`src/rtl/rbnp_pkg.sv`:
```
// ----------------------------------------------------------------------------
// rbnp_pkg
// Shared widths, register indexes and defaults of the ray/box nearest pick.
// ----------------------------------------------------------------------------
package rbnp_pkg;

    localparam int MaxSlotsDefault = 1024;

    localparam int CoordW  = 32;
    localparam int ExtW    = 31;
    localparam int SlotW   = 10;
    localparam int ThrW    = 16;
    localparam int CfgAddrW = 3;
    localparam int BoundW  = 34;
    localparam int DiffW   = 35;
    localparam int NumW    = 45;
    localparam int CntW    = 6;
    localparam int TW      = 34;

    localparam int InDataW  = 200;
    localparam int OutDataW = 48;

    localparam logic [CfgAddrW-1:0] RegOrgX = 3'd0;
    localparam logic [CfgAddrW-1:0] RegOrgY = 3'd1;
    localparam logic [CfgAddrW-1:0] RegOrgZ = 3'd2;
    localparam logic [CfgAddrW-1:0] RegDirX = 3'd3;
    localparam logic [CfgAddrW-1:0] RegDirY = 3'd4;
    localparam logic [CfgAddrW-1:0] RegDirZ = 3'd5;
    localparam logic [CfgAddrW-1:0] RegFar  = 3'd6;
    localparam logic [CfgAddrW-1:0] RegThr  = 3'd7;

    localparam logic [31:0] DirZReset = 32'hFFFF_F000;
    localparam logic [31:0] FarReset  = 32'd4096000000;
    localparam logic [ThrW-1:0] ThrReset = 16'd1;

endpackage

```
`src/rtl/ray_box_nearest_pick_unit.sv`:
```
// ----------------------------------------------------------------------------
// ray_box_nearest_pick_unit
// Nearest axis-aligned box hit along a configured ray, Q20.12 fixed point.
// ----------------------------------------------------------------------------
// One box item is taken at a time; the input is not ready while a box is
// being tested. An ineligible box (or one whose slot is out of range) goes
// straight to S_FIN. An eligible box is tested axis by axis in S_AXIS, and
// each slab quotient runs through one shared restoring divider that yields
// one quotient bit per cycle over a 45-bit numerator; a parallel axis is
// settled in S_AXIS without the divider. The result of a pick is issued
// on the box with tlast and waits in an output register; the block only
// stalls if a second result arrives before the first is taken.
module ray_box_nearest_pick_unit #(
    parameter int MAX_SLOTS = rbnp_pkg::MaxSlotsDefault
) (
    input  logic                                i_clk,
    input  logic                                i_rst_n,
    input  logic                                i_cfg_valid,
    output logic                                o_cfg_ready,
    input  logic [rbnp_pkg::CfgAddrW-1:0]       i_cfg_addr,
    input  logic [31:0]                         i_cfg_data,
    input  logic                                s_axis_tvalid,
    output logic                                s_axis_tready,
    // cx[31:0] cy[63:32] cz[95:64] ex[126:96] ey[157:127] ez[188:158]
    // slot[198:189] zero[199]
    input  logic [rbnp_pkg::InDataW-1:0]        s_axis_tdata,
    input  logic                                s_axis_tlast,
    // eligible
    input  logic                                s_axis_tuser,
    output logic                                m_axis_tvalid,
    input  logic                                m_axis_tready,
    // hit_index[9:0] hit_distance[41:10] zero[47:42]
    output logic [rbnp_pkg::OutDataW-1:0]       m_axis_tdata,
    // hit_found
    output logic                                m_axis_tuser
);

    localparam logic [2:0] S_IDLE = 3'd0;
    localparam logic [2:0] S_AXIS = 3'd1;
    localparam logic [2:0] S_LOAD = 3'd2;
    localparam logic [2:0] S_DIV  = 3'd3;
    localparam logic [2:0] S_UPD  = 3'd4;
    localparam logic [2:0] S_FIN  = 3'd5;

    localparam int NW = rbnp_pkg::NumW;
    localparam int TW = rbnp_pkg::TW;

    logic [2:0]                     r_state;
    logic signed [31:0]             r_org [3];
    logic signed [31:0]             r_dir [3];
    logic [31:0]                    r_far;
    logic [rbnp_pkg::ThrW-1:0]      r_thr;

    logic signed [31:0]             r_cen [3];
    logic [rbnp_pkg::ExtW-1:0]      r_ext [3];
    logic [rbnp_pkg::SlotW-1:0]     r_slot;
    logic                           r_elig;
    logic                           r_last;
    logic                           r_ok;
    logic [1:0]                     r_axis;
    logic                           r_k;

    logic [NW-1:0]                  r_num;
    logic [NW-1:0]                  r_quo;
    logic [31:0]                    r_rem;
    logic [31:0]                    r_dmag;
    logic                           r_qneg;
    logic [rbnp_pkg::CntW-1:0]      r_cnt;
    logic signed [TW-1:0]           r_t0;
    logic signed [TW-1:0]           r_t1;
    logic signed [TW-1:0]           r_tmin;
    logic signed [TW-1:0]           r_tmax;

    logic [31:0]                    r_best;
    logic [rbnp_pkg::SlotW-1:0]     r_best_slot;
    logic                           r_any;

    logic                           r_out_valid;
    logic                           r_out_found;
    logic [rbnp_pkg::SlotW-1:0]     r_out_index;
    logic [31:0]                    r_out_dist;

    logic signed [31:0]                 w_org;
    logic signed [31:0]                 w_dir;
    logic signed [rbnp_pkg::BoundW-1:0] w_lo;
    logic signed [rbnp_pkg::BoundW-1:0] w_hi;
    logic [31:0]                        w_dir_mag;
    logic                               w_parallel;
    logic                               w_outside;
    logic signed [rbnp_pkg::DiffW-1:0]  w_diff;
    logic [rbnp_pkg::DiffW-1:0]         w_diff_mag;
    logic [32:0]                        w_rem_sh;
    logic                               w_qbit;
    logic [NW-1:0]                      w_quo_next;
    logic [31:0]                        w_tmag;
    logic signed [TW-1:0]               w_tsat;
    logic signed [TW-1:0]               w_nv;
    logic signed [TW-1:0]               w_fv;
    logic signed [TW-1:0]               w_tmin_n;
    logic signed [TW-1:0]               w_tmax_n;
    logic                               w_take;
    logic [31:0]                        w_best_n;
    logic [rbnp_pkg::SlotW-1:0]         w_slot_n;
    logic                               w_any_n;
    logic                               w_out_free;
    logic                               w_slot_ok;

    assign o_cfg_ready   = 1'b1;
    assign s_axis_tready = (r_state == S_IDLE);
    assign m_axis_tvalid = r_out_valid;
    assign m_axis_tuser  = r_out_found;
    assign m_axis_tdata  = {6'd0, r_out_dist, r_out_index};

    assign w_slot_ok = ({22'd0, s_axis_tdata[198:189]} < MAX_SLOTS);

    assign w_org     = r_org[r_axis];
    assign w_dir     = r_dir[r_axis];
    assign w_lo      = rbnp_pkg::BoundW'(r_cen[r_axis])
                       - rbnp_pkg::BoundW'({1'b0, r_ext[r_axis]});
    assign w_hi      = rbnp_pkg::BoundW'(r_cen[r_axis])
                       + rbnp_pkg::BoundW'({1'b0, r_ext[r_axis]});
    assign w_dir_mag = w_dir[31] ? 32'(-w_dir) : w_dir;
    assign w_parallel = (w_dir == 32'sd0) || (w_dir_mag < {16'd0, r_thr});
    assign w_outside = (rbnp_pkg::BoundW'(w_org) < w_lo) || (rbnp_pkg::BoundW'(w_org) > w_hi);
    assign w_diff    = (r_k ? rbnp_pkg::DiffW'(w_hi) : rbnp_pkg::DiffW'(w_lo))
                       - rbnp_pkg::DiffW'(w_org);
    assign w_diff_mag = w_diff[rbnp_pkg::DiffW-1] ? rbnp_pkg::DiffW'(-w_diff) : w_diff;

    assign w_rem_sh   = {r_rem, r_num[NW-1]};
    assign w_qbit     = (w_rem_sh >= {1'b0, r_dmag});
    assign w_quo_next = {r_quo[NW-2:0], w_qbit};

    assign w_tmag = (r_quo > NW'(r_far)) ? r_far : r_quo[31:0];
    assign w_tsat = r_qneg ? -TW'({2'b00, w_tmag}) : TW'({2'b00, w_tmag});

    assign w_nv     = (r_t0 < r_t1) ? r_t0 : r_t1;
    assign w_fv     = (r_t0 > r_t1) ? r_t0 : r_t1;
    assign w_tmin_n = (w_nv > r_tmin) ? w_nv : r_tmin;
    assign w_tmax_n = (w_fv < r_tmax) ? w_fv : r_tmax;

    assign w_take   = r_elig && r_ok && (!r_any || (r_tmin[31:0] < r_best));
    assign w_best_n = w_take ? r_tmin[31:0] : r_best;
    assign w_slot_n = w_take ? r_slot : r_best_slot;
    assign w_any_n  = r_any || w_take;
    assign w_out_free = !r_out_valid || m_axis_tready;

    always_ff @(posedge i_clk) begin
        if (!i_rst_n) begin
            r_org[0] <= '0;
            r_org[1] <= '0;
            r_org[2] <= '0;
            r_dir[0] <= '0;
            r_dir[1] <= '0;
            r_dir[2] <= rbnp_pkg::DirZReset;
            r_far    <= rbnp_pkg::FarReset;
            r_thr    <= rbnp_pkg::ThrReset;
        end else if (i_cfg_valid) begin
            case (i_cfg_addr)
                rbnp_pkg::RegOrgX: r_org[0] <= i_cfg_data;
                rbnp_pkg::RegOrgY: r_org[1] <= i_cfg_data;
                rbnp_pkg::RegOrgZ: r_org[2] <= i_cfg_data;
                rbnp_pkg::RegDirX: r_dir[0] <= i_cfg_data;
                rbnp_pkg::RegDirY: r_dir[1] <= i_cfg_data;
                rbnp_pkg::RegDirZ: r_dir[2] <= i_cfg_data;
                rbnp_pkg::RegFar:  r_far    <= i_cfg_data;
                rbnp_pkg::RegThr:  r_thr    <= i_cfg_data[rbnp_pkg::ThrW-1:0];
                default: ;
            endcase
        end
    end

    always_ff @(posedge i_clk) begin
        if (!i_rst_n) begin
            r_state     <= S_IDLE;
            r_best      <= '0;
            r_best_slot <= '0;
            r_any       <= 1'b0;
            r_out_valid <= 1'b0;
        end else begin
            if (r_out_valid && m_axis_tready && !(r_state == S_FIN && r_last)) begin
                r_out_valid <= 1'b0;
            end
            case (r_state)
                S_IDLE: begin
                    if (s_axis_tvalid) begin
                        r_cen[0] <= s_axis_tdata[31:0];
                        r_cen[1] <= s_axis_tdata[63:32];
                        r_cen[2] <= s_axis_tdata[95:64];
                        r_ext[0] <= s_axis_tdata[126:96];
                        r_ext[1] <= s_axis_tdata[157:127];
                        r_ext[2] <= s_axis_tdata[188:158];
                        r_slot   <= s_axis_tdata[198:189];
                        r_elig   <= s_axis_tuser && w_slot_ok;
                        r_last   <= s_axis_tlast;
                        r_ok     <= 1'b1;
                        r_axis   <= 2'd0;
                        r_tmin   <= '0;
                        r_tmax   <= TW'({2'b00, r_far});
                        r_state  <= (s_axis_tuser && w_slot_ok) ? S_AXIS : S_FIN;
                    end
                end
                S_AXIS: begin
                    r_k <= 1'b0;
                    if (w_parallel) begin
                        if (w_outside) begin
                            r_ok    <= 1'b0;
                            r_state <= S_FIN;
                        end else if (r_axis == 2'd2) begin
                            r_state <= S_FIN;
                        end else begin
                            r_axis <= r_axis + 2'd1;
                        end
                    end else begin
                        r_dmag  <= w_dir_mag;
                        r_state <= S_LOAD;
                    end
                end
                S_LOAD: begin
                    r_num   <= {w_diff_mag[32:0], 12'd0};
                    r_quo   <= '0;
                    r_rem   <= '0;
                    r_qneg  <= w_diff[rbnp_pkg::DiffW-1] ^ w_dir[31];
                    r_cnt   <= '0;
                    r_state <= S_DIV;
                end
                S_DIV: begin
                    if (r_cnt == rbnp_pkg::CntW'(NW)) begin
                        if (!r_k) begin
                            r_t0    <= w_tsat;
                            r_k     <= 1'b1;
                            r_state <= S_LOAD;
                        end else begin
                            r_t1    <= w_tsat;
                            r_state <= S_UPD;
                        end
                    end else begin
                        r_rem <= w_qbit ? 32'(w_rem_sh - {1'b0, r_dmag}) : w_rem_sh[31:0];
                        r_quo <= w_quo_next;
                        r_num <= {r_num[NW-2:0], 1'b0};
                        r_cnt <= r_cnt + 1'b1;
                    end
                end
                S_UPD: begin
                    r_tmin <= w_tmin_n;
                    r_tmax <= w_tmax_n;
                    if (w_tmax_n < w_tmin_n) begin
                        r_ok    <= 1'b0;
                        r_state <= S_FIN;
                    end else if (r_axis == 2'd2) begin
                        r_state <= S_FIN;
                    end else begin
                        r_axis  <= r_axis + 2'd1;
                        r_state <= S_AXIS;
                    end
                end
                S_FIN: begin
                    if (!r_last) begin
                        r_best      <= w_best_n;
                        r_best_slot <= w_slot_n;
                        r_any       <= w_any_n;
                        r_state     <= S_IDLE;
                    end else if (w_out_free) begin
                        r_out_valid <= 1'b1;
                        r_out_found <= w_any_n;
                        r_out_index <= w_any_n ? w_slot_n : '0;
                        r_out_dist  <= w_any_n ? w_best_n : '0;
                        r_best      <= '0;
                        r_best_slot <= '0;
                        r_any       <= 1'b0;
                        r_state     <= S_IDLE;
                    end
                end
                default: r_state <= S_IDLE;
            endcase
        end
    end

endmodule

```
`config.mk`:
```
export PLATFORM = sky130hd
export DESIGN_NAME = ray_box_nearest_pick_unit
export DESIGN_NICKNAME = d
export VERILOG_FILES = /design/src/rtl/rbnp_pkg.sv /design/src/rtl/ray_box_nearest_pick_unit.sv
export SDC_FILE = /design/constraint.sdc
export NUM_CORES = 2
export LEC_CHECK = 0
export BUFFER_PORTS_ARGS = -buffer_cell sky130_fd_sc_hd__buf_2
export CORE_MARGIN = 3
export CORE_UTILIZATION = 44
export CTS_CLUSTER_SIZE = 8
export DETAILED_ROUTE_END_ITERATION = 6
export GPL_ROUTABILITY_DRIVEN = 0
export PLACE_DENSITY = 0.63
export SYNTH_ARGS = -nofsm -noshare
export SYNTH_HDL_FRONTEND = slang
export SYNTH_SLANG_ARGS = --single-unit
```
`constraint.sdc`:
```
create_clock -name i_clk -period 14.8 [get_ports i_clk]
set_input_delay 2.96 -clock i_clk [delete_from_list [all_inputs] [get_ports i_clk]]
set_output_delay 2.96 -clock i_clk [all_outputs]
set_load 0.005 [all_outputs]
```
* After elaboration in Yosys (flattened, before gate mapping)
Memories as Yosys holds them, arrays and structs flattened. A register that Yosys moved wholly into a read port is not among the register bits.
Index checks and enable logic that the tools add are counted.
** Storage, ports and cells
- Register bits after elaboration :: 451
- Memory bits (writable) :: 381
- Memories kept :: 4
** Memories
- r_cen :: depth 3, width 32, rd ports 1, clocked after memory_dff 1, wr ports 3, line ray_box_nearest_pick_unit.sv:54 : logic signed [31:0] r_cen [3];
- r_dir :: depth 3, width 32, rd ports 1, clocked after memory_dff 1, wr ports 3, line ray_box_nearest_pick_unit.sv:50 : logic signed [31:0] r_dir [3];
- r_org :: depth 3, width 32, rd ports 1, clocked after memory_dff 1, wr ports 3, line ray_box_nearest_pick_unit.sv:49 : logic signed [31:0] r_org [3];
- r_ext :: depth 3, width 31, rd ports 1, clocked after memory_dff 1, wr ports 3, line ray_box_nearest_pick_unit.sv:55 : logic [rbnp_pkg::ExtW-1:0] r_ext [3];
** Operators by class
- Add/subtract/negate cells :: 9
- $lt $le $gt $ge :: 11
- Equal/unequal tests :: 25
- Muxes and demuxes :: 98
- Bitwise operators :: 9
- Reduce and logical (&&, ||, !) cells :: 35
** Operators by type and width (number)
- $mux W32 :: 13
- $mux W34 :: 7
- $pmux W45 S2 :: 2
- $pmux W34 S2 :: 2
- $lt A34 B34 Y1 :: 3
- $mux W45 :: 2
- $gt A34 B34 Y1 :: 2
- $pmux W32 S2 :: 1
- $gt A45 B32 Y1 :: 1
- $mux W1 :: 40
- $mux W35 :: 1
- $sub A35 B32 Y35 :: 1
- $neg A32 Y34 :: 1
- $add A32 B32 Y33 :: 1
- $ge A33 B32 Y1 :: 1
- $gt A32 B33 Y1 :: 1
- $lt A32 B33 Y1 :: 1
- $mux W3 :: 11
- $mux W33 :: 1
- $neg A33 Y33 :: 1
- $sub A32 B32 Y33 :: 1
- $logic_not A32 Y1 :: 1
- $lt A32 B16 Y1 :: 1
- $lt A32 B32 Y1 :: 1
- other kinds (34) :: 90

* Longest topological paths before layout
- Depth in word-level cells :: 8
- Mapped depth :: 42
- Mapped depth without buffers :: 36

* Worst setup path before layout
No wires, ideal clock.
- Kind :: input to register
- From :: input i_rst_n
- To :: register r_cnt[0] (netlist name), enable pin
- Library setup time :: 0.629 ns
- Arrival time :: 8.896 ns
- Data required time :: 14.171 ns
- Setup slack :: 5.274 ns
- Stages on the path :: 3
- Path buffers :: 1
- Path through :: clkbuf_1 nand2_1 a21oi_1
** On the way
- Longest elaborated chain between the ends :: 1
** RTL lines
- start, declared :: line ray_box_nearest_pick_unit.sv:17 : input logic i_rst_n,
- $reduce_and A3 Y1 (no line)
- end signal, assigned :: line ray_box_nearest_pick_unit.sv:240 : r_cnt <= r_cnt + 1'b1;
- end, declared :: line ray_box_nearest_pick_unit.sv:68 : logic [rbnp_pkg::CntW-1:0] r_cnt;
Every way passes these cells.
A chain may end at the register's enable or synchronous reset.

* Worst setup path after layout
- From :: register r_t0[33]
- To :: register r_ok, enable pin
** On the way
- Longest elaborated chain between the ends :: 7
- Elaborated cells on any way between the ends :: 11
- Classes of those cells :: order compare (5); eq/ne (1); mux (4); reduce/logical (1)
** RTL lines
- start, declared :: line ray_box_nearest_pick_unit.sv:69 : logic signed [TW-1:0] r_t0;
- start signal, assigned :: line ray_box_nearest_pick_unit.sv:229 : r_t0 <= w_tsat;
- $gt A34 B34 Y1 or $lt A34 B34 Y1 (tied branches) :: line ray_box_nearest_pick_unit.sv:137, ray_box_nearest_pick_unit.sv:136
- $mux W34 (on tied branches) :: line ray_box_nearest_pick_unit.sv:137, ray_box_nearest_pick_unit.sv:136
- $lt A34 B34 Y1 or $gt A34 B34 Y1 (tied branches) :: line ray_box_nearest_pick_unit.sv:139, ray_box_nearest_pick_unit.sv:138
- $mux W34 (on tied branches) :: line ray_box_nearest_pick_unit.sv:139, ray_box_nearest_pick_unit.sv:138
- $lt A34 B34 Y1 (*) :: line ray_box_nearest_pick_unit.sv:246 : if (w_tmax_n < w_tmin_n) begin
- $ne A2 B2 Y1 (no line) (*)
- $reduce_and A6 Y1 (no line) (*)
- end signal, assigned :: line ray_box_nearest_pick_unit.sv:195 : r_ok <= 1'b1;
- end signal, assigned :: line ray_box_nearest_pick_unit.sv:206 : r_ok <= 1'b0;
- end signal, assigned :: line ray_box_nearest_pick_unit.sv:247 : r_ok <= 1'b0;
- end, declared :: line ray_box_nearest_pick_unit.sv:59 : logic r_ok;
Every way passes the cells marked *; elsewhere a longest branch is shown, timed or not.

==> metrics.md <==
| Metric | Value |
|---|---|
| Status | `complete, no violations` |
| Yosys cell types | `84` |
| H-tree Lvls | `3` |
| VDD IR-drop max | `0.160 mV` |
| Fillers | `10.1k` |
| Worst Path Max Fanout | `66` |
| Worst slew margin | `0.262` |
| Top cells by area, synth | `edfxtp_1, ha_1, mux2i_1` |
| Worst path top cell family by delay | `compound AO/OA/AOI/OAI gates` |
| Final cell count without fillers | `6,597` |
| RSZ-0062 raised after global routing | `no` |
| Synth async-reset ratio | `0` |
| Flops & latches, synth | `822` |
| Final WL | `123 mm` |
| Share of layout cells above drive strength 1 | `0.110` |
| Synth top area share | `0.442` |
| Power density cells | `around 220 mW/mm^2` |
| Detail Route Antenna Nets | `0` |
| Worst slew pin tran | `approximately 1.1 ns` |
| Post-synth top area cell | `edfxtp_1` |
| Die area | `0.116 mm^2` |
| Layout area overhead | `12.9%` |
| Initial antenna violation count | `7` |
| Dpl cells | `6,397` |
| Achievable clock frequency | `103 MHz` |
| Synthesis Warnings | `0` |
| Sinks on Clock Net | `822` |
| Clk pin slew, worst setup/hold paths | `about 0.060 ns` |
| Vias | `35.9k` |
| CP endpoint kind | `register` |
| Cell with the most instances on the worst path | `a21o_1` |
| Post-route DRC | `0` |
| Post-Synthesis Cells | `between 4k and 5k` |
| Starting Density | `0.444` |
| Io pins | `just under 300` |
| Crit path max-delay cell type | `nor4_1` |
| Final Cycle Share | `0.657` |
| Max Cap Viol | `0` |
| Dominant synthesized flop cell | `edfxtp_1` |
| PortBufs | `285` |
| Crit Path Class | `register to register` |
| Crit path buffers/inverters | `2` |
| Num rows | `122` |
| Die span in x | `341 um` |
| Post-synthesis sequential area ratio | `0.481` |
| Largest net degree at the start of global routing | `97` |
| Final hold vios | `0` |
| Total power | `around 12,000 uW` |
| Setup TNS | `0 ns` |
| Worst hold slack | `around 0.45 ns` |
| Core Area | `0.111 mm^2` |
| DR iter-0 viols | `2,630` |
| Skew final | `0.0555 ns` |
| Avg Cell Area, Syn | `between 10 and 15 um^2` |
| CTS tree | `done` |
| TritonCTS buffer count | `114` |
| NumNets Final | `5,682` |
| Leak Pwr | `0.0225 uW` |
| # setup viols final | `0` |
| Synth top cells by count | `edfxtp_1, nand2_1, ha_1, nor2_1, inv_1` |
| Startpoint Class | `register` |
| # resized after CTS | `0` |
| Vias in the first global route | `34.2k` |
| Post-DP HPWL | `90.1 mm` |
| Final Max Slew Viols | `0` |
| Hold Path Class | `register to register` |
| Slowest stage delay, CP | `around 0.7 ns` |
| First-pass GRT wire length | `190 mm` |
| Netlist Area Pre-Place | `0.0493 mm^2` |
| Post-synth EDFFs | `725` |
| CTS hold repair buffers | `0` |
| Post-CTS Setup Bufs | `0` |
| Max Root-Sink Buffers | `3` |
| Die Y | `341 um` |
| Min cycle time layout | `9.73 ns` |
| DR WL/cell | `18.6 um` |
| GR Overflow Total | `0` |
| Top-count cell post-synth | `edfxtp_1` |
| CP arrival | `10.17 ns` |
| Total track usage | `0.206` |
| Vias/cell | `about 5.4` |
| CP required | `approximately 15 ns` |
| CTS root buffer | `clkbuf_16` |
| Detailed Routing Iterations Pass 1 | `5` |
| Worst skew pair latency | `0.70 ns` |
metrics by stage:
step	setup slack (ns)	cell area (um^2)	utilization
global route	4.35	55600	0.501
finish	5.07	55700	0.502
CTS	5.09	55600	0.501
floorplan	5.27	49300	-
global placement	5.20	52400	0.472
detailed placement	5.13	52400	0.472
tightest hold or removal path, cell delays in order, from the launching register on:
cell and delay, ns:
dfxtp_1 0.31, nand2_1 0.05, a21oi_1 0.05
final cells by class:
| class | instances | area, um^2 | share of cell area |
|---|---|---|---|
| Clock inverter | 9 | 136 | 0.00245 |
| Inverter | 352 | 1320 | 0.0237 |
| Sequential cell | 822 | 23700 | 0.426 |
| Multi-Input combinational cell | 3404 | 23700 | 0.426 |
| Tap cell | 1488 | 1860 | 0.0335 |
| Clock buffer | 187 | 3150 | 0.0566 |
| Antenna cell | 4 | 10.0 | 0.000180 |
| Timing Repair Buffer | 331 | 1770 | 0.0318 |
state kept, by name, summed over array words and instances (netlist names), 33 cells and up, named ones only:
| name | flops |
|---|---|
| r_t1 | 34 |
| r_dir | 96 |
| r_tmax | 34 |
| r_ext | 93 |
| r_org | 96 |
| r_num | 33 |
| r_quo | 45 |
| r_t0 | 34 |
| r_cen | 96 |
| r_tmin | 34 |
where the power goes:
| group | leakage, uW | internal [uW] | switching, uW |
|---|---|---|---|
| Combinational | 0.0133 | 2720 | 3900 |
| Sequential | 0.00757 | 2970 | 115 |
| Clock | 0.00156 | 1430 | 970 |
path summary, 6_finish.rpt:
| check | end | slack [ns] | cells past startpoint | from |
|---|---|---|---|---|
| setup reg to reg | r_ok | 5.07 | 35 | r_t0[33] |
| hold / removal | r_thr[3] | 0.45 | 2 | r_thr[3] |
| hold reg to reg | r_thr[3] | 0.45 | 2 | r_thr[3] |
| setup / recovery | r_ok | 5.07 | 35 | r_t0[33] |
cells by family after synthesis:
logic type | after synthesis | share of synthesized area
fa+ha+maj | 415 | 0.106
xor+xnor | 215 | 0.0382
mux | 291 | 0.0611
other cells | 2 | 0.000152
buf+inv | 562 | 0.0439
flops | 822 | 0.481
simple gates | 1392 | 0.133
compound gates | 1084 | 0.136
per-layer routing:
metal,share of wire,wire (um),vias up,track usage
met1,0.47,57200,16900,0.297
li1,-,-,17800,-
met3,0.063,7770,191,0.0294
met4,0.031,3810,4,0.0683
met5,0.00022,27,-,0
met2,0.44,53800,1063,0.320
placed cells by master, fill, tap and decap left out, types with 71 or more instances in the layout:
master,count
mux2i_1,235
edfxtp_1,725
and2_1,73
clkbuf_1,72
nand2_1,450
buf_2,285
a21o_1,107
nor2_1,376
o21a_1,99
nand3_1,71
ha_1,411
dfxtp_1,95
a21oi_1,343
o21ai_0,266
xor2_1,74
xnor2_1,139
clkbuf_16,115
inv_1,351
Power figures use the tool's default switching activity.
